### config.mk
export PLATFORM = sky130hd
export DESIGN_NAME = button_history_gesture_detector_core_flat
export DESIGN_NICKNAME = d
export VERILOG_FILES = /design/src/design/bhgd_pkg.sv /design/src/design/bhgd_in_if.sv /design/src/design/bhgd_out_if.sv /design/src/design/bhgd_ctrl.sv /design/src/design/bhgd_dp.sv /design/src/design/button_history_gesture_detector_core.sv /design/src/flat_wrapper.sv
export SDC_FILE = /design/constraint.sdc
export NUM_CORES = 1
export LEC_CHECK = 0
export ABC_CLOCK_PERIOD_IN_PS = 7290
export BUFFER_PORTS_ARGS = -buffer_cell sky130_fd_sc_hd__buf_2
export CELL_PAD_IN_SITES_DETAIL_PLACEMENT = 0
export CELL_PAD_IN_SITES_GLOBAL_PLACEMENT = 1
export CORE_ASPECT_RATIO = 0.75
export CORE_MARGIN = 4
export CORE_UTILIZATION = 58
export CTS_BUF_LIST = sky130_fd_sc_hd__clkbuf_8
export DETAILED_ROUTE_END_ITERATION = 10
export PLACE_DENSITY = 0.94
export SLEW_MARGIN = 30
export SYNTH_ARGS = -nofsm -noshare
export SYNTH_HDL_FRONTEND = slang
export SYNTH_SLANG_ARGS = --single-unit
### constraint.sdc
create_clock -name i_clk -period 7.29 [get_ports i_clk]
set_input_delay 0.3645 -clock i_clk [delete_from_list [all_inputs] [get_ports i_clk]]
set_output_delay 0.3645 -clock i_clk [all_outputs]
set_load 0.05 [all_outputs]
### src/design/bhgd_pkg.sv
// ----------------------------------------------------------------------------
// Button history gesture detector package
// Shared types, constants and the stick decode for the detector modules.
// ----------------------------------------------------------------------------
package bhgd_pkg;

    localparam int HIST_DEPTH = 32;
    localparam int HIST_AW    = $clog2(HIST_DEPTH);
    localparam int BTN_W      = 18;
    localparam int STICK_W    = 4;
    localparam int CFG_IDX_W  = 3;
    localparam int CFG_DATA_W = 18;
    localparam int LANES      = BTN_W + 1;

    // Oldest frame that any search reaches.
    localparam logic [HIST_AW-1:0] LAST_AGO = HIST_AW'(HIST_DEPTH - 1);

    localparam int B_UP       = 7;
    localparam int B_DOWN     = 8;
    localparam int B_LEFT     = 9;
    localparam int B_RIGHT    = 10;
    localparam int B_UI_LEFT  = 13;
    localparam int B_UI_RIGHT = 14;

    localparam logic [STICK_W-1:0] STICK_NEUTRAL    = 4'd0;
    localparam logic [STICK_W-1:0] STICK_UP         = 4'd1;
    localparam logic [STICK_W-1:0] STICK_UP_RIGHT   = 4'd2;
    localparam logic [STICK_W-1:0] STICK_RIGHT      = 4'd3;
    localparam logic [STICK_W-1:0] STICK_DOWN_RIGHT = 4'd4;
    localparam logic [STICK_W-1:0] STICK_DOWN       = 4'd5;
    localparam logic [STICK_W-1:0] STICK_DOWN_LEFT  = 4'd6;
    localparam logic [STICK_W-1:0] STICK_LEFT       = 4'd7;
    localparam logic [STICK_W-1:0] STICK_UP_LEFT    = 4'd8;
    localparam logic [STICK_W-1:0] STICK_NONE       = 4'd15;

    // Configuration register indexes
    localparam logic [CFG_IDX_W-1:0] CFG_TAP_HOLD   = 3'd0;
    localparam logic [CFG_IDX_W-1:0] CFG_TAP_GAP    = 3'd1;
    localparam logic [CFG_IDX_W-1:0] CFG_CHORD_MASK = 3'd2;
    localparam logic [CFG_IDX_W-1:0] CFG_ROT_BUTTON = 3'd3;
    localparam logic [CFG_IDX_W-1:0] CFG_ROT_WINDOW = 3'd4;

    typedef enum logic [1:0] {
        ST_IDLE,
        ST_SCAN,
        ST_DRAIN,
        ST_FIN
    } t_state;

    typedef enum logic [1:0] {
        LN_SEARCH,
        LN_HOLD,
        LN_HIT,
        LN_MISS
    } t_lane;

    typedef struct packed {
        logic               start;
        logic               rd_en;
        logic [HIST_AW-1:0] rd_ago;
        logic               finish;
    } t_dp_cmd;

    typedef struct packed {
        logic out_free;
    } t_dp_status;

    typedef struct packed {
        logic [3:0]  tap_hold;
        logic [3:0]  tap_gap;
        logic [17:0] chord_mask;
        logic [4:0]  rot_button;
        logic [4:0]  rot_window;
    } t_cfg;

    function automatic logic [STICK_W-1:0] stick_of(input logic [BTN_W-1:0] s);
        logic [STICK_W-1:0] code;
        if (s[B_UP]) begin
            code = s[B_RIGHT] ? STICK_UP_RIGHT : (s[B_LEFT] ? STICK_UP_LEFT : STICK_UP);
        end else if (s[B_DOWN]) begin
            code = s[B_RIGHT] ? STICK_DOWN_RIGHT :
                   (s[B_LEFT] ? STICK_DOWN_LEFT : STICK_DOWN);
        end else if (s[B_UI_RIGHT]) begin
            code = STICK_RIGHT;
        end else if (s[B_UI_LEFT]) begin
            code = STICK_LEFT;
        end else begin
            code = STICK_NEUTRAL;
        end
        return code;
    endfunction

endpackage

### src/design/bhgd_in_if.sv
// ----------------------------------------------------------------------------
// Frame input channel
// Valid/ready channel carrying one frame's button vector.
// ----------------------------------------------------------------------------
interface bhgd_in_if;
    logic        valid;
    logic        ready;
    logic [17:0] frame_buttons;

    modport source (output valid, output frame_buttons, input ready);
    modport sink   (input valid, input frame_buttons, output ready);
endinterface

### src/design/bhgd_out_if.sv
// ----------------------------------------------------------------------------
// Gesture result channel
// Valid/ready channel carrying one frame's edges and gesture flags.
// ----------------------------------------------------------------------------
interface bhgd_out_if;
    logic        valid;
    logic        ready;
    logic [17:0] held_now;
    logic [17:0] press_edges;
    logic [17:0] release_edges;
    logic [17:0] double_taps;
    logic [3:0]  stick_code;
    logic        stick_push_valid;
    logic [3:0]  stick_double_code;
    logic        chord_hit;
    logic        rotation_hit;

    modport source (output valid, output held_now, output press_edges,
                    output release_edges, output double_taps, output stick_code,
                    output stick_push_valid, output stick_double_code,
                    output chord_hit, output rotation_hit, input ready);
    modport sink   (input valid, input held_now, input press_edges,
                    input release_edges, input double_taps, input stick_code,
                    input stick_push_valid, input stick_double_code,
                    input chord_hit, input rotation_hit, output ready);
endinterface

### src/design/bhgd_ctrl.sv
// ----------------------------------------------------------------------------
// Gesture detector controller
// Sequences one frame: accept, history scan, drain, result transfer.
// ----------------------------------------------------------------------------
module bhgd_ctrl (
    input  logic                 i_clk,
    input  logic                 i_rst_n,
    input  logic                 i_in_valid,
    output logic                 o_in_ready,
    output bhgd_pkg::t_dp_cmd    o_cmd,
    input  bhgd_pkg::t_dp_status i_sts
);
    import bhgd_pkg::*;

    t_state             r_state, n_state;
    logic [HIST_AW-1:0] r_addr, n_addr;

    // State and scan address registers
    always_ff @(posedge i_clk) begin
        if (!i_rst_n) begin
            r_state <= ST_IDLE;
            r_addr  <= '0;
        end else begin
            r_state <= n_state;
            r_addr  <= n_addr;
        end
    end

    // Next state and commands
    always_comb begin
        n_state      = r_state;
        n_addr       = r_addr;
        o_in_ready   = 1'b0;
        o_cmd        = '0;
        o_cmd.rd_ago = r_addr;
        case (r_state)
            ST_IDLE: begin
                o_in_ready = 1'b1;
                if (i_in_valid) begin
                    o_cmd.start = 1'b1;
                    n_addr      = HIST_AW'(1);
                    n_state     = ST_SCAN;
                end
            end
            ST_SCAN: begin
                o_cmd.rd_en = 1'b1;
                n_addr      = r_addr + HIST_AW'(1);
                if (r_addr == LAST_AGO) begin
                    n_state = ST_DRAIN;
                end
            end
            ST_DRAIN: begin
                n_state = ST_FIN;
            end
            ST_FIN: begin
                if (i_sts.out_free) begin
                    o_cmd.finish = 1'b1;
                    n_state      = ST_IDLE;
                end
            end
            default: begin
                n_state = ST_IDLE;
            end
        endcase
    end

    a_start_scan: assert property (@(posedge i_clk) disable iff (!i_rst_n)
        (r_state == ST_IDLE && i_in_valid) |=> (r_state == ST_SCAN && r_addr == HIST_AW'(1)))
        else $error("accepted frame did not start a scan");
    a_scan_addr: assert property (@(posedge i_clk) disable iff (!i_rst_n)
        (r_state == ST_SCAN) |-> (r_addr != '0))
        else $error("scan reached the current frame slot");
    a_finish_free: assert property (@(posedge i_clk) disable iff (!i_rst_n)
        o_cmd.finish |-> i_sts.out_free)
        else $error("result loaded while output register busy");
    a_scan_end: assert property (@(posedge i_clk) disable iff (!i_rst_n)
        (r_state == ST_SCAN && r_addr == LAST_AGO) |=> (r_state == ST_DRAIN))
        else $error("scan did not end after the oldest frame");

endmodule

### src/design/bhgd_dp.sv
// ----------------------------------------------------------------------------
// Gesture detector datapath
// History memory, per-button search lanes, chord/rotation flags, output register.
// ----------------------------------------------------------------------------
module bhgd_dp (
    input  logic                 i_clk,
    input  logic                 i_rst_n,
    input  bhgd_pkg::t_dp_cmd    i_cmd,
    output bhgd_pkg::t_dp_status o_sts,
    input  bhgd_pkg::t_cfg       i_cfg,
    input  logic [17:0]          i_frame,
    output logic                 o_out_valid,
    input  logic                 i_out_ready,
    output logic [17:0]          o_held_now,
    output logic [17:0]          o_press_edges,
    output logic [17:0]          o_release_edges,
    output logic [17:0]          o_double_taps,
    output logic [3:0]           o_stick_code,
    output logic                 o_stick_push_valid,
    output logic [3:0]           o_stick_double_code,
    output logic                 o_chord_hit,
    output logic                 o_rotation_hit
);
    import bhgd_pkg::*;

    logic [BTN_W-1:0]   mem [HIST_DEPTH];
    logic [HIST_AW-1:0] r_head;
    logic [HIST_AW-1:0] r_fill;
    logic [HIST_AW-1:0] wr_slot;
    logic [BTN_W-1:0]   r_rd_data;
    logic               r_rd_vld;
    logic [HIST_AW-1:0] r_rd_ago;

    logic [BTN_W-1:0]   r_cur;
    logic [STICK_W-1:0] cur_stick;
    logic [BTN_W-1:0]   r_h1, r_h2, r_h3;
    logic               r_push;
    logic [3:0]         r_dir, n_dir;   // up, right, down, left

    t_lane              r_lane [LANES];
    t_lane              n_lane [LANES];
    logic [3:0]         r_cnt  [LANES];
    logic [3:0]         n_cnt  [LANES];

    logic               ent_vld;
    logic [BTN_W-1:0]   ent_btn;
    logic [STICK_W-1:0] ent_stick;
    logic [LANES-1:0]   ent_on;
    logic               past_gap;
    logic               in_rot;

    logic [BTN_W-1:0]   dbl;
    logic [STICK_W-1:0] sdbl;
    logic               chord;
    logic               rot;
    logic               rot_btn_ok;
    logic               r_out_vld;

    assign wr_slot   = r_head + HIST_AW'(1);
    assign cur_stick = stick_of(r_cur);

    // History memory: write the finished frame, read one older frame per cycle
    always_ff @(posedge i_clk) begin
        if (i_cmd.finish) begin
            mem[wr_slot] <= r_cur;
        end
        r_rd_data <= mem[wr_slot - i_cmd.rd_ago];
        r_rd_ago  <= i_cmd.rd_ago;
    end

    // Head pointer, fill count and read tag
    always_ff @(posedge i_clk) begin
        if (!i_rst_n) begin
            r_head   <= '0;
            r_fill   <= '0;
            r_rd_vld <= 1'b0;
        end else begin
            r_rd_vld <= i_cmd.rd_en;
            if (i_cmd.finish) begin
                r_head <= wr_slot;
                if (r_fill != LAST_AGO) begin
                    r_fill <= r_fill + HIST_AW'(1);
                end
            end
        end
    end

    // Decode the frame being read; unwritten frames read as empty
    assign ent_vld   = (r_rd_ago <= r_fill);
    assign ent_btn   = ent_vld ? r_rd_data : '0;
    assign ent_stick = ent_vld ? stick_of(r_rd_data) : STICK_NONE;
    assign ent_on    = {(ent_stick == cur_stick), ent_btn};
    assign past_gap  = (r_rd_ago > (HIST_AW'(i_cfg.tap_gap) + HIST_AW'(1)));
    assign in_rot    = (r_rd_ago <= i_cfg.rot_window);

    // Advance the double-tap search lanes
    always_comb begin
        for (int i = 0; i < LANES; i++) begin
            n_lane[i] = r_lane[i];
            n_cnt[i]  = r_cnt[i];
            if (r_rd_vld && r_rd_ago != HIST_AW'(1)) begin
                case (r_lane[i])
                    LN_SEARCH: begin
                        if (past_gap) begin
                            n_lane[i] = LN_MISS;
                        end else if (ent_on[i]) begin
                            n_lane[i] = (i_cfg.tap_hold == 4'd0) ? LN_MISS : LN_HOLD;
                            n_cnt[i]  = i_cfg.tap_hold;
                        end
                    end
                    LN_HOLD: begin
                        if (!ent_on[i]) begin
                            n_lane[i] = LN_HIT;
                        end else if (r_cnt[i] == 4'd1) begin
                            n_lane[i] = LN_MISS;
                        end else begin
                            n_cnt[i] = r_cnt[i] - 4'd1;
                        end
                    end
                    default: begin
                        n_lane[i] = r_lane[i];
                    end
                endcase
            end
        end
    end

    // Mark directions seen inside the rotation window
    always_comb begin
        n_dir = r_dir;
        if (r_rd_vld && in_rot) begin
            if (ent_btn[B_UP]) begin
                n_dir[0] = 1'b1;
            end else if (ent_btn[B_RIGHT]) begin
                n_dir[1] = 1'b1;
            end else if (ent_btn[B_DOWN]) begin
                n_dir[2] = 1'b1;
            end else if (ent_btn[B_LEFT]) begin
                n_dir[3] = 1'b1;
            end
        end
    end

    // Frame state: latch on start, collect during scan
    always_ff @(posedge i_clk) begin
        if (i_cmd.start) begin
            r_cur  <= i_frame;
            r_h1   <= '0;
            r_h2   <= '0;
            r_h3   <= '0;
            r_push <= 1'b0;
            r_dir  <= '0;
            for (int i = 0; i < LANES; i++) begin
                r_lane[i] <= LN_SEARCH;
                r_cnt[i]  <= '0;
            end
        end else begin
            r_dir <= n_dir;
            for (int i = 0; i < LANES; i++) begin
                r_lane[i] <= n_lane[i];
                r_cnt[i]  <= n_cnt[i];
            end
            if (r_rd_vld) begin
                if (r_rd_ago == HIST_AW'(1)) begin
                    r_h1   <= ent_btn;
                    r_push <= (ent_stick == STICK_NEUTRAL);
                end
                if (r_rd_ago == HIST_AW'(2)) begin
                    r_h2 <= ent_btn;
                end
                if (r_rd_ago == HIST_AW'(3)) begin
                    r_h3 <= ent_btn;
                end
            end
        end
    end

    // Form the results
    always_comb begin
        for (int b = 0; b < BTN_W; b++) begin
            dbl[b] = r_cur[b] & ~r_h1[b] & (r_lane[b] == LN_HIT);
        end
    end
    assign sdbl = (r_push && cur_stick != STICK_NEUTRAL && r_lane[BTN_W] == LN_HIT) ?
                  cur_stick : STICK_NEUTRAL;
    assign chord = (i_cfg.chord_mask != '0)
                && ((r_cur & i_cfg.chord_mask) == i_cfg.chord_mask)
                && ((r_h1 & r_h2 & r_h3 & i_cfg.chord_mask) == '0)
                && ((~r_h1 & i_cfg.chord_mask) != '0);
    assign rot_btn_ok = (i_cfg.rot_button < 5'(BTN_W));
    assign rot = rot_btn_ok && r_cur[i_cfg.rot_button]
              && !r_h1[i_cfg.rot_button] && (r_dir == 4'hF);

    // Output register: load on finish, drop on transfer
    always_ff @(posedge i_clk) begin
        if (!i_rst_n) begin
            r_out_vld <= 1'b0;
        end else if (i_cmd.finish) begin
            r_out_vld <= 1'b1;
        end else if (i_out_ready) begin
            r_out_vld <= 1'b0;
        end
    end

    always_ff @(posedge i_clk) begin
        if (i_cmd.finish) begin
            o_held_now          <= r_cur;
            o_press_edges       <= r_cur & ~r_h1;
            o_release_edges     <= ~r_cur & r_h1;
            o_double_taps       <= dbl;
            o_stick_code        <= cur_stick;
            o_stick_push_valid  <= r_push;
            o_stick_double_code <= sdbl;
            o_chord_hit         <= chord;
            o_rotation_hit      <= rot;
        end
    end

    assign o_out_valid    = r_out_vld;
    assign o_sts.out_free = !r_out_vld || i_out_ready;

    a_read_tag: assert property (@(posedge i_clk) disable iff (!i_rst_n)
        i_cmd.rd_en |=> (r_rd_vld && r_rd_ago == $past(i_cmd.rd_ago)))
        else $error("read tag lost");
    a_head_step: assert property (@(posedge i_clk) disable iff (!i_rst_n)
        i_cmd.finish |=> (r_head == $past(r_head) + HIST_AW'(1)))
        else $error("head did not advance on finish");
    a_lane_cnt: assert property (@(posedge i_clk) disable iff (!i_rst_n)
        (r_lane[0] == LN_HOLD) |-> (r_cnt[0] != 4'd0))
        else $error("hold lane with empty count");

endmodule

### src/design/button_history_gesture_detector_core.sv
// Takes one frame of 18 button bits per transfer and returns one result per
// frame: edges, per-button and stick double taps, stick push, chord and
// rotation. Each frame passes an accept state, a scan state that reads the
// history memory one older frame per cycle, a drain state and a finish state
// that waits for a free output register, then loads it and stores the frame.
// A new frame is accepted while the previous result still waits in the output
// register. No clearing pass follows reset.
// ----------------------------------------------------------------------------
// Gesture detector top level
// Configuration registers and the controller/datapath pair.
// ----------------------------------------------------------------------------
module button_history_gesture_detector_core (
    input  logic                          i_clk,
    input  logic                          i_rst_n,
    bhgd_in_if.sink                       i_in,
    bhgd_out_if.source                    o_out,
    input  logic                          i_cfg_we,
    input  logic [bhgd_pkg::CFG_IDX_W-1:0]  i_cfg_idx,
    input  logic [bhgd_pkg::CFG_DATA_W-1:0] i_cfg_wdata
);
    import bhgd_pkg::*;

    t_cfg       r_cfg;
    t_dp_cmd    cmd;
    t_dp_status sts;

    // Configuration registers
    always_ff @(posedge i_clk) begin
        if (!i_rst_n) begin
            r_cfg.tap_hold   <= 4'd4;
            r_cfg.tap_gap    <= 4'd8;
            r_cfg.chord_mask <= '0;
            r_cfg.rot_button <= '0;
            r_cfg.rot_window <= 5'd16;
        end else if (i_cfg_we) begin
            case (i_cfg_idx)
                CFG_TAP_HOLD:   r_cfg.tap_hold   <= i_cfg_wdata[3:0];
                CFG_TAP_GAP:    r_cfg.tap_gap    <= i_cfg_wdata[3:0];
                CFG_CHORD_MASK: r_cfg.chord_mask <= i_cfg_wdata[17:0];
                CFG_ROT_BUTTON: r_cfg.rot_button <= i_cfg_wdata[4:0];
                CFG_ROT_WINDOW: r_cfg.rot_window <= i_cfg_wdata[4:0];
                default: begin
                    r_cfg <= r_cfg;
                end
            endcase
        end
    end

    bhgd_ctrl u_ctrl (
        .i_clk      (i_clk),
        .i_rst_n    (i_rst_n),
        .i_in_valid (i_in.valid),
        .o_in_ready (i_in.ready),
        .o_cmd      (cmd),
        .i_sts      (sts)
    );

    bhgd_dp u_dp (
        .i_clk               (i_clk),
        .i_rst_n             (i_rst_n),
        .i_cmd               (cmd),
        .o_sts               (sts),
        .i_cfg               (r_cfg),
        .i_frame             (i_in.frame_buttons),
        .o_out_valid         (o_out.valid),
        .i_out_ready         (o_out.ready),
        .o_held_now          (o_out.held_now),
        .o_press_edges       (o_out.press_edges),
        .o_release_edges     (o_out.release_edges),
        .o_double_taps       (o_out.double_taps),
        .o_stick_code        (o_out.stick_code),
        .o_stick_push_valid  (o_out.stick_push_valid),
        .o_stick_double_code (o_out.stick_double_code),
        .o_chord_hit         (o_out.chord_hit),
        .o_rotation_hit      (o_out.rotation_hit)
    );

endmodule
### src/flat_wrapper.sv
// flat-port wrapper written by rule: the top's interface ports become plain ports
module button_history_gesture_detector_core_flat import bhgd_pkg::*;
  (i_clk, i_rst_n, i_cfg_we, i_cfg_idx, i_cfg_wdata, i_in_valid, i_in_frame_buttons, i_in_ready, o_out_valid, o_out_held_now, o_out_press_edges, o_out_release_edges, o_out_double_taps, o_out_stick_code, o_out_stick_push_valid, o_out_stick_double_code, o_out_chord_hit, o_out_rotation_hit, o_out_ready);
  bhgd_in_if i_in_i ();
  bhgd_out_if o_out_i ();
  input  logic i_clk;
  input  logic i_rst_n;
  input  logic i_cfg_we;
  input  logic [bhgd_pkg::CFG_IDX_W-1:0] i_cfg_idx;
  input  logic [bhgd_pkg::CFG_DATA_W-1:0] i_cfg_wdata;
  input wire logic [$bits(i_in_i.valid)-1:0] i_in_valid;
  input wire logic [$bits(i_in_i.frame_buttons)-1:0] i_in_frame_buttons;
  output wire logic [$bits(i_in_i.ready)-1:0] i_in_ready;
  output wire logic [$bits(o_out_i.valid)-1:0] o_out_valid;
  output wire logic [$bits(o_out_i.held_now)-1:0] o_out_held_now;
  output wire logic [$bits(o_out_i.press_edges)-1:0] o_out_press_edges;
  output wire logic [$bits(o_out_i.release_edges)-1:0] o_out_release_edges;
  output wire logic [$bits(o_out_i.double_taps)-1:0] o_out_double_taps;
  output wire logic [$bits(o_out_i.stick_code)-1:0] o_out_stick_code;
  output wire logic [$bits(o_out_i.stick_push_valid)-1:0] o_out_stick_push_valid;
  output wire logic [$bits(o_out_i.stick_double_code)-1:0] o_out_stick_double_code;
  output wire logic [$bits(o_out_i.chord_hit)-1:0] o_out_chord_hit;
  output wire logic [$bits(o_out_i.rotation_hit)-1:0] o_out_rotation_hit;
  input wire logic [$bits(o_out_i.ready)-1:0] o_out_ready;
  assign i_in_i.valid = i_in_valid;
  assign i_in_i.frame_buttons = i_in_frame_buttons;
  assign i_in_ready = i_in_i.ready;
  assign o_out_valid = o_out_i.valid;
  assign o_out_held_now = o_out_i.held_now;
  assign o_out_press_edges = o_out_i.press_edges;
  assign o_out_release_edges = o_out_i.release_edges;
  assign o_out_double_taps = o_out_i.double_taps;
  assign o_out_stick_code = o_out_i.stick_code;
  assign o_out_stick_push_valid = o_out_i.stick_push_valid;
  assign o_out_stick_double_code = o_out_i.stick_double_code;
  assign o_out_chord_hit = o_out_i.chord_hit;
  assign o_out_rotation_hit = o_out_i.rotation_hit;
  assign o_out_i.ready = o_out_ready;
  button_history_gesture_detector_core u_core (.i_clk(i_clk), .i_rst_n(i_rst_n), .i_in(i_in_i), .o_out(o_out_i), .i_cfg_we(i_cfg_we), .i_cfg_idx(i_cfg_idx), .i_cfg_wdata(i_cfg_wdata));
endmodule
* After elaboration in Yosys (flattened, before gate mapping) *
Memory sizes are Yosys's and may differ from the RTL's. A register that Yosys moved wholly into a read port is not among the register bits.
Index checks and enable logic that the tools add are counted.

cells by class
  muxes and demuxes = 308
  $lt $le $gt $ge = 5
  bitwise operators = 104
  $add $sub $neg = 24
  reduce and logical (&&, ||, !) cells = 57
  eq/ne operators = 76

operators with widths
  operator                                                            count
  4-bit two-way mux                                                   121
  2-bit two-way mux                                                   122
  4-bit one-hot mux with 2 select lines                               19
  18-bit bitwise AND                                                  7
  4-bit by 1-bit == test with 1-bit output, second input constant     19
  2-bit one-hot mux with 2 select lines                               19
  4-bit by 1-bit subtractor with 4-bit output, second input constant  19
  2-bit == test, second input constant                                21
  2-bit by 1-bit == test with 1-bit output, second input constant     20
  2-bit zero test                                                     20
  1-bit bitwise OR                                                    38
  1-bit bitwise AND                                                   36
  18-bit NOT                                                          2
  18-bit nonzero test                                                 2
  2-bit AND reduction                                                 11
  1-bit NOT                                                           21
  18-bit == test                                                      1
  18-bit zero test                                                    1
  18-bit two-way mux                                                  1
  3-bit two-way mux                                                   6
  5-bit by 1-bit adder with 5-bit output, second input constant       3
  1-bit two-way mux                                                   15
  1-bit binary-select mux with 5-bit select                           2
  5-bit by 2-bit == test with 1-bit output, second input constant     2
  other kinds (30)                                                    46

word-level totals
  memories = 3
  bits of input ports = 44
  bits in registers = 220
  output and inout port bits = 85
  logic and storage cells = 607
  bits in writable memories = 690

memories
  memory              words  bits a word  read ports  clocked after Yosys merged registers in  wr ports  line           source
  u_core.u_dp.mem     32     18           1           1                                        1         bhgd_dp.sv:26  logic [BTN_W-1:0] mem [HIST_DEPTH];
  u_core.u_dp.r_cnt   19     4            19          0                                        19        bhgd_dp.sv:42  logic [3:0] r_cnt [LANES];
  u_core.u_dp.r_lane  19     2            19          0                                        19        bhgd_dp.sv:40  t_lane r_lane [LANES];

* Depth between registers and ports, before layout *
Gate-level depths: netlist of the first run.

  depth after elaboration = 11
  mapped depth = 11
  depth with buffers taken out = 9

* Cells and area by module *
A second synthesis of the first run with hierarchy kept.

unflattened totals
  cells, all modules = 2770
  area, all modules = 39223.9 sq um

modules (own cells, without submodules)
  module                                sequential area each (sq um)  cells an instance  area an instance (sq um)  times used
  bhgd_dp                               24493.5                       2579               37378.3                   1
  button_history_gesture_detector_core  720.7                         144                1425.1                    1
  bhgd_ctrl                             140.1                         47                 420.4                     1

* Least setup slack after synthesis of the first run *
OpenSTA, ideal clock, no wires.

  kind = reg2reg
  from = register u_core.u_dp.r_out_vld, in the netlist u_core.u_dp.o_out_valid
  to = memory u_core.u_dp.mem[11][0], enable pin
  arrival time = 3.808 ns
  setup slack = 3.133 ns
  data required time = 6.941 ns
  setup time = 0.349 ns
  cell stages (with the launch flop) = 6
  period minus slack after synthesis = 4.157 ns
  buffers on the path = 0
  cells stage by stage = dfxtp_1 nand2b_1 nand2_1 clkinv_1 nand2_1 nor2_1

RTL lines
  item                    line            source
  from (decl)             bhgd_dp.sv:57   logic r_out_vld;
  from (signal assigned)  bhgd_dp.sv:197  r_out_vld <= 1'b0;
  from (signal assigned)  bhgd_dp.sv:199  r_out_vld <= 1'b1;
  from (signal assigned)  bhgd_dp.sv:201  r_out_vld <= 1'b0;
  to (decl)               bhgd_dp.sv:26

* Worst setup path after layout of the first run *
  from = register u_core.u_dp.r_head[0]
  to = register u_core.u_dp.r_rd_data[9], read port of u_core.u_dp.mem

between the ends
  longest elaborated chain between the ends = 2

RTL lines
  item                                    line           source
  from (decl)                             bhgd_dp.sv:27  logic [HIST_AW-1:0] r_head;
  from (signal assigned)                  bhgd_dp.sv:80  r_head <= wr_slot;
  5-bit by 1-bit adder with 5-bit output  bhgd_dp.sv:59  assign wr_slot = r_head + HIST_AW'(1);
  via u_core.u_dp.wr_slot[0]              bhgd_dp.sv:29  logic [HIST_AW-1:0] wr_slot;
  5-bit subtractor                        bhgd_dp.sv:67  r_rd_data <= mem[wr_slot - i_cmd.rd_ago];
  to (decl)                               bhgd_dp.sv:30  logic [BTN_W-1:0] r_rd_data;

The timed path passes the listed nets, and every way through them passes these cells.
A chain may end at the register's enable or synchronous reset.

==> results of run 1 <==
-- state kept, by name, summed over array words and instances, names as in the netlist, 5 cells and up --
signal and cells:
u_core.u_dp.r_cur 18, u_core.u_dp.mem 576, u_core.u_dp.r_cnt 76, u_core.u_dp.r_rd_ago 5, u_core.u_dp.o_held_now 18, u_core.u_dp.o_press_edges 18
u_core.r_cfg 36, u_core.u_dp.r_head 5, u_core.u_dp.r_h3 18, u_core.u_dp.r_fill 5, u_core.u_dp.r_h2 18, u_core.u_dp.o_double_taps 18
u_core.u_ctrl.r_addr 5, u_core.u_dp.o_release_edges 18, u_core.u_dp.r_h1 18, u_core.u_dp.r_lane 38, u_core.u_dp.r_rd_data 18
-- power by group through the flow --
stage	clock, W	sequential (W)	combinational (W)
after floorplan	0	0.00683	0.00322
after global placement	0	0.00672	0.00438
after detailed placement	0	0.00674	0.00463
after CTS	0.00420	0.00663	0.00466
after global routing	0.00448	0.00667	0.00508
final	0.00420	0.00665	0.00476
-- layout by cell type (no fill, tap or decap), types with 13 or more instances in the layout --
| cell | instances |
|---|---|
| clkinv_2 | 13 |
| dlygate4sd3_1 | 38 |
| o21ai_0 | 88 |
| a311oi_1 | 25 |
| and3_1 | 14 |
| o22ai_1 | 15 |
| a21oi_1 | 141 |
| nand3_1 | 46 |
| buf_2 | 128 |
| o21a_1 | 25 |
| a22oi_1 | 21 |
| edfxtp_1 | 677 |
| ha_1 | 70 |
| clkinv_1 | 20 |
| dfxtp_1 | 251 |
| o211ai_1 | 14 |
| a32o_1 | 42 |
| nor2_1 | 209 |
| mux4_2 | 185 |
| nor3_1 | 33 |
| nand4_1 | 30 |
| a21boi_0 | 20 |
| mux2_2 | 19 |
| mux2i_1 | 45 |
| nor2_4 | 28 |
| nor2b_1 | 53 |
| nand2b_1 | 27 |
| inv_1 | 158 |
| buf_4 | 43 |
| a211oi_1 | 27 |
| nand2_1 | 207 |
| nor3b_1 | 22 |
| clkbuf_8 | 161 |
-- worst paths after layout --
path / to / from / slack [ps]
worst max register to register: u_core.u_dp.r_rd_data[9] / u_core.u_dp.r_head[0] / 2900
worst max-delay path: u_core.u_dp.r_rd_data[9] / u_core.u_dp.r_head[0] / 2900
worst min register to register: u_core.u_dp.r_rd_ago[3] / u_core.u_ctrl.r_addr[3] / 400
worst min-delay path: u_core.r_cfg[4] / i_cfg_idx[2] / 70
-- layer usage --
layer	share of wire, %	track usage, %	up-vias
met5	0.083	0	-
met4	2.7	9.11	6
met3	14	10.4	251
met2	45	44.5	2034
met1	38	42.9	12900
li1	-	-	10900
-- worst max-delay path, stage by stage, from the launching register on --
cell	delay [ps]
dfxtp_1	530
inv_1	120
ha_1	350
inv_1	80
fa_4	1400
buf_12	490
mux4_2	410
mux4_2	480
mux2_2	280
-- metrics by stage --
stage	total power, W	util [%]	setup WS, ps	cell area [sq um]	hold WS, ps
after CTS	0.0155	66.7	2940	43800	15.7
after global routing	0.0162	67.2	2790	44100	83.8
final	0.0156	67.2	2900	44100	68.7
after detailed placement	0.0114	62.0	2970	40700	377
after floorplan	0.0101	-	3130	38800	359
after global placement	0.0111	61.9	3060	40700	373
-- layout make-up --
| type | instances | area, sq um |
|---|---|---|
| tap | 871 | 1090 |
| sequential | 928 | 25400 |
| clock inverter | 100 | 537 |
| antenna | 2 | 5.00 |
| clock buffer | 160 | 2200 |
| timing repair buffer | 226 | 1690 |
| multi-input combinational | 1537 | 12800 |
| inverter | 110 | 420 |
| fill | 4238 | 21600 |
-- cell families after synthesis --
logic type / after synthesis / synth area share [%]
AOI/OAI and AO/OA: 468 / 8.01
xor gates and xnor gates: 17 / 0.404
adders and majority gates: 72 / 2.34
buffers and inverters: 239 / 2.36
DFF: 928 / 65.4
muxes: 249 / 12.5
and+or+nand+nor: 731 / 9.01
-- what timing repair did --
item | CTS | global route
gates resized for setup | 0 | 0
endpoints found under the hold margin | 55 | 0
setup endpoints to repair | 0 | 0
hold buffers | 38 | 0
==> impl_summary.txt, run 1 <==
----------------------------------------------------
[Detailed routing]
  Routed length per instance ... 27.6 um
  Via density per instance ... 6.62
  Via Count ... 26100
  Number of DRC markers in iteration 0 ... 4441
  Total iterations of the first detailed-routing run ... 7
  Number of nets still failing antenna checks after routing ... 0
  Final routed DRC violation total ... 0
  Final routed wirelength across all metal layers ... 109 mm

[Floorplan]
  Starting density of the core ... 59.0%
  Placeable core region ... 0.0657 sq mm
  Floorplan die width ... 307 um
  IO Pins ... 129
  Die Outline Area ... 0.0711 sq mm
  DIE HEIGHT ... 232 um
  Count of standard-cell rows ... 81

[STA]
  Final Slew Violations ... 0
  Time the worst path needs with I/O delays and setup ... 4390 ps
  Worst Tran Pin Value ... 1070 ps
  Maximum operating frequency ... 228 MHz
  Number of setup violations in the final report ... 0
  Max-slew headroom ... 28.3%
  RSZ-0062 raised after global routing ... no
  Total negative slack for setup checks ... 0 ps
  Skew final ... 45.8 ps
  Final number of hold-violating endpoints ... 0
  Final clock period utilization by the worst path ... 60.2%

[Job]
  Maxcap violations ... 0

[Global routing]
  Number of antenna violations at the first check in global routing ... 7
  Gr ovfl total ... 0
  Vias in the first global route ... 25200
  Maximum number of pins on one net before global-route repair ... 119
  Wire length of the first global-routing pass ... 158 mm
  Total routing usage reported by global routing ... 30.2%

[Clock tree]
  Clock-pin slew of the registers on the worst-case setup and hold paths ... 60 ps
  Post-CTS setup-driven buffer insertion count ... 0
  Clock buffers created by TritonCTS ... 141
  Clk Tree Root Cell ... clkbuf_8
  Clock insertion delay at the later pin of the skew report ... 810 ps
  Maximum count of clock buffers along a single path ... 3
  Number of sinks driven by the clock tree ... 928
  CTS H-Tree Depth ... 4
  Clock tree from TritonCTS ... built

[Logic synthesis]
  Mean post-synth cell area ... 14.3 sq um
  Most common flop cell mapped by yosys ... edfxtp_1
  Top-area cell type share of the netlist area ... 52.4%
  Top cells by count, synth ... edfxtp_1 (677), dfxtp_1 (251), nor2_1 (237)
  Synthesis Warnings ... 0
  Dominant cell type by area after synthesis ... edfxtp_1
  Syn Inst Count ... 2704
  Summed instance area of the synthesized netlist ... 0.0388 sq mm
  Top area cells in the synthesized netlist ... edfxtp_1 (52%), dfxtp_1 (13%), mux4_2 (11%), nor2_1 (2.3%), ha_1 (2.3%)
  Proportion of synthesized chip area in sequential cells ... 65.4%
  Yosys reg bits ... 928
  Syn_nets ... 2820
  EDFF count, synth ... 677
  Number of different library cells in the post-synthesis netlist ... 63
  Asr flop ratio synth ... 0%
  Top-count cell post-synth ... edfxtp_1

[Cells and area]
  Proportion of layout cells with a drive suffix above 1 ... 20.7%
  Count of placed standard cells in the final layout, fillers left out ... 3934
  Layout Area Growth over Synthesis ... 13.8%
  Final layout net count ... 3060

[Pwr]
  Worst IR Drop VDD ... 0.000298 V
  Combinational share of power ... 30.5%
  Net switching fraction of the power ... 33.6%
  Pwr per Cell Area ... 354 mW/mm^2
  Design internal power ... 0.0104 W
  Leakage power total ... 15.0 nW
  Part of the power in the clock network ... 26.9%
  Switching power of the nets ... 0.00524 W
  Part of the power in registers ... 42.6%

[Placed design]
  HPWL Detailed ... 65.2 mm
  # placed instances ... 3622
  Placer's final routability congestion estimate ... 0.932
  Input/output buffers ... 128

[Critical path]
  Peak fanout along the critical path ... 93
  Data required, critical path ... 7970 ps
  Setup crit start kind ... register
  Critical path class ... register to register
  Depth of the worst register-to-register path ... 8
  Arrival time worst endpoint ... 5080 ps
  Critical path endpoint category ... register

[Worst hold path]
  Worst min path class ... input pin to register
  Worst hold path stage count ... 4

[Status]
  Status ... finished, final reports clean

----------------------------------------------------
Note: power is estimated with default switching activity, not from simulation.
==> inputs of run 2 (changes only) <==
--- a/config.mk
+++ b/config.mk
@@ -5,16 +5,16 @@
 export SDC_FILE = /design/constraint.sdc
 export NUM_CORES = 1
 export LEC_CHECK = 0
-export ABC_CLOCK_PERIOD_IN_PS = 7290
+export ABC_CLOCK_PERIOD_IN_PS = 4000
 export BUFFER_PORTS_ARGS = -buffer_cell sky130_fd_sc_hd__buf_2
 export CELL_PAD_IN_SITES_DETAIL_PLACEMENT = 0
 export CELL_PAD_IN_SITES_GLOBAL_PLACEMENT = 1
 export CORE_ASPECT_RATIO = 0.75
 export CORE_MARGIN = 4
-export CORE_UTILIZATION = 58
+export CORE_UTILIZATION = 49
 export CTS_BUF_LIST = sky130_fd_sc_hd__clkbuf_8
 export DETAILED_ROUTE_END_ITERATION = 10
-export PLACE_DENSITY = 0.94
+export PLACE_DENSITY = 0.85
 export SLEW_MARGIN = 30
 export SYNTH_ARGS = -nofsm -noshare
 export SYNTH_HDL_FRONTEND = slang
==> constraint.sdc (replaced) <==
create_clock -name i_clk -period 4 [get_ports i_clk]
set_input_delay 0.2 -clock i_clk [delete_from_list [all_inputs] [get_ports i_clk]]
set_output_delay 0.2 -clock i_clk [all_outputs]
set_load 0.05 [all_outputs]
==> run 2 against run 1 <==
  * Wire length about the same
  * Count of clock-buffer cells in the layout down 9
  * Sequential share of layout area down 0.65 points
  * Final cell count up 5.5%
  * Highest routed layer unchanged
==> impl_summary.txt, run 2 (synthesis gave the netlist of run 1 again) <==
----------------------------------------------------
[STA]
  Minimum setup slack in the final design ... 418 ps
  Number of setup violations in the final report ... 0
  Final Slew Violations ... 0
  Time the worst path needs with I/O delays and setup ... 3580 ps
  RSZ-0062 raised after global routing ... no
  Final clock period utilization by the worst path ... 89.6%
  Total negative slack for setup checks ... 0 ps
  Final number of hold-violating endpoints ... 0
  Max-slew headroom ... 35.5%
  Skew final ... 34.1 ps
  Worst Tran Pin Value ... 967 ps
  Maximum operating frequency ... 279 MHz

[Placed design]
  Input/output buffers ... 128
  # placed instances ... 3845
  Area post-placement ... 0.0413 sq mm
  Placer's final routability congestion estimate ... 0.905
  HPWL Detailed ... 69.9 mm
  Setup Slack @ Placement ... 441 ps

[Pwr]
  Pwr per Cell Area ... 639 mW/mm^2
  Worst IR Drop VDD ... 0.000485 V
  Leakage power total ... 15.2 nW

[Global routing]
  Vias in the first global route ... 25400
  Total routing usage reported by global routing ... 25.7%
  Gr ovfl total ... 0
  Maximum number of pins on one net before global-route repair ... 78
  Wire length of the first global-routing pass ... 161 mm
  Number of antenna violations at the first check in global routing ... 5

[Cells and area]
  Proportion of layout cells with a drive suffix above 1 ... 21.3%
  Multi-input combinational cell area ... 0.0128 sq mm
  Flip-flop count of the largest register, all copies and words added ... 576
  Largest reg by FF count ... u_core.u_dp.mem
  Sequential cell area ... 0.0254 sq mm
  Count of placed standard cells in the final layout, fillers left out ... 4152
  Layout Area Growth over Synthesis ... 15.1%
  Leading cell types in the layout, fill and taps excluded ... edfxtp_1 (677), dfxtp_1 (251), nand2_1 (207), nor2_1 (206), mux4_2 (185)
  Final layout net count ... 3115
  Core utilization of the finished layout ... 56.8%
  Leading registers by flop count ... u_core.u_dp.mem x576, u_core.u_dp.r_cnt x76, u_core.u_dp.r_lane x38
  Layout fillers ... 5903
  Commonest non-fill, non-tap cell in the layout ... edfxtp_1
  Design Area, Final ... 0.0446 sq mm

[Status]
  Status ... finished, final reports clean

[Critical path]
  Depth of the worst register-to-register path ... 8
  Reg-to-reg critical path endpoint ... u_core.u_dp.r_rd_data[11]
  Critical-path cell with the highest stage delay ... fa_4
  Capture point of the critical path ... u_core.u_dp.r_rd_data[11]
  Arrival time worst endpoint ... 4260 ps
  Worst reg2reg startpoint ... u_core.u_dp.r_head[1]
  Data required, critical path ... 4680 ps
  Critical path class ... register to register
  Critical Path Max Stage Delay ... 990 ps
  Worst setup path start ... u_core.u_dp.r_head[1]
  CP Cell Sequence ... inv_1, ha_1, inv_1, fa_4, buf_12, mux4_2, mux4_2, mux2_2
  Critical path endpoint category ... register
  Reg2reg setup slack ... 420 ps
  Setup crit start kind ... register
  Peak fanout along the critical path ... 51

[Clock tree]
  Post-CTS setup-driven buffer insertion count ... 0
  Maximum count of clock buffers along a single path ... 3
  Number of sinks driven by the clock tree ... 928
  Clock buffers created by TritonCTS ... 138
  CTS H-Tree Depth ... 4
  Clock-pin slew of the registers on the worst-case setup and hold paths ... 70 ps
  Clock insertion delay at the later pin of the skew report ... 800 ps
  Clk Tree Root Cell ... clkbuf_8
  Clock tree from TritonCTS ... built

[Detailed routing]
  Via Count ... 25800
  Number of DRC markers in iteration 0 ... 3489
  Final routed DRC violation total ... 0
  Total iterations of the first detailed-routing run ... 6
  Routed length per instance ... 26.2 um
  Number of nets still failing antenna checks after routing ... 0
  Via density per instance ... 6.20
  Final routed wirelength across all metal layers ... 109 mm

[Floorplan]
  IO Pins ... 129
  Count of standard-cell rows ... 89
  Placeable core region ... 0.0785 sq mm
  Die Outline Area ... 0.0837 sq mm
  DIE HEIGHT ... 252 um
  Starting density of the core ... 49.4%
  Floorplan die width ... 333 um

[Worst hold path]
  Worst min path class ... input pin to register

[Job]
  Maxcap violations ... 0

----------------------------------------------------
[run 2: changes by cell type in the layout (fill, tap and decap cells not counted), sizes merged, moves of 3 or more]
cell         before  now
buf             187  224
bufinv            3    6
clkbuf          161  152
clkinv           34   25
clkinvlp          7    3
dlygate4sd3      38   59
[run 2: worst min-delay path by stage]
stage / start / endpoint / slack, ps / cells past startpoint
6_report: i_in_frame_buttons[11] / u_core.u_dp.r_cur[11] / 110 / 2
4_1_cts: i_in_frame_buttons[11] / u_core.u_dp.r_cur[11] / 30 / 2
2_1_floorplan: i_in_frame_buttons[0] / u_core.u_dp.r_cur[0] / 300 / 0
5_1_grt: i_in_frame_buttons[11] / u_core.u_dp.r_cur[11] / 60 / 2
3_3_place_gp: u_core.u_ctrl.r_addr[3] / u_core.u_dp.r_rd_ago[3] / 370 / 0
3_5_place_dp: i_in_frame_buttons[7] / u_core.u_dp.r_cur[7] / 380 / 1
[run 2: timing repair]
action                    CTS  global route
hold buffers               59             0
hold endpoints to repair   64             0
gates resized for setup     0             0
[run 2: cell type report]
class                      instances  area share [%]
tap                             1046            2.93
clock buffer                     151            4.66
clock inverter                    92            1.30
multi-input combinational       1537            28.7
inverter                         110           0.937
timing repair buffer             284            4.65
sequential                       928            56.8
antenna                            4          0.0224
[run 2: through the flow]
step | hold WS (ps) | power [W]
after floorplan | 299 | 0.0183
after global placement | 371 | 0.0205
after detailed placement | 378 | 0.0210
after CTS | 29.1 | 0.0286
after global routing | 61.6 | 0.0298
final | 109 | 0.0285
[run 2: worst max-delay path: cells and delay by family, from the launching register on]
family	cells	cell delay, ps
mux	3	1170
fa+ha+maj	2	1340
flops	1	440
buf+inv	3	490
[run 2: routing by layer]
metal | up-vias | share of wire, % | GRT usage, %
met1 | 13000 | 41 | 37.4
met2 | 1628 | 44 | 37.2
li1 | 11000 | - | -
met3 | 178 | 13 | 8.49
met4 | 4 | 2.2 | 7.20
met5 | - | 0.12 | 0.952
[run 2: power by group]
part / switching (W) / internal (W) / leakage (nW)
sequential: 0.000817 / 0.0113 / 8.15
combinational: 0.00502 / 0.00375 / 5.51
clock: 0.00372 / 0.00388 / 1.54
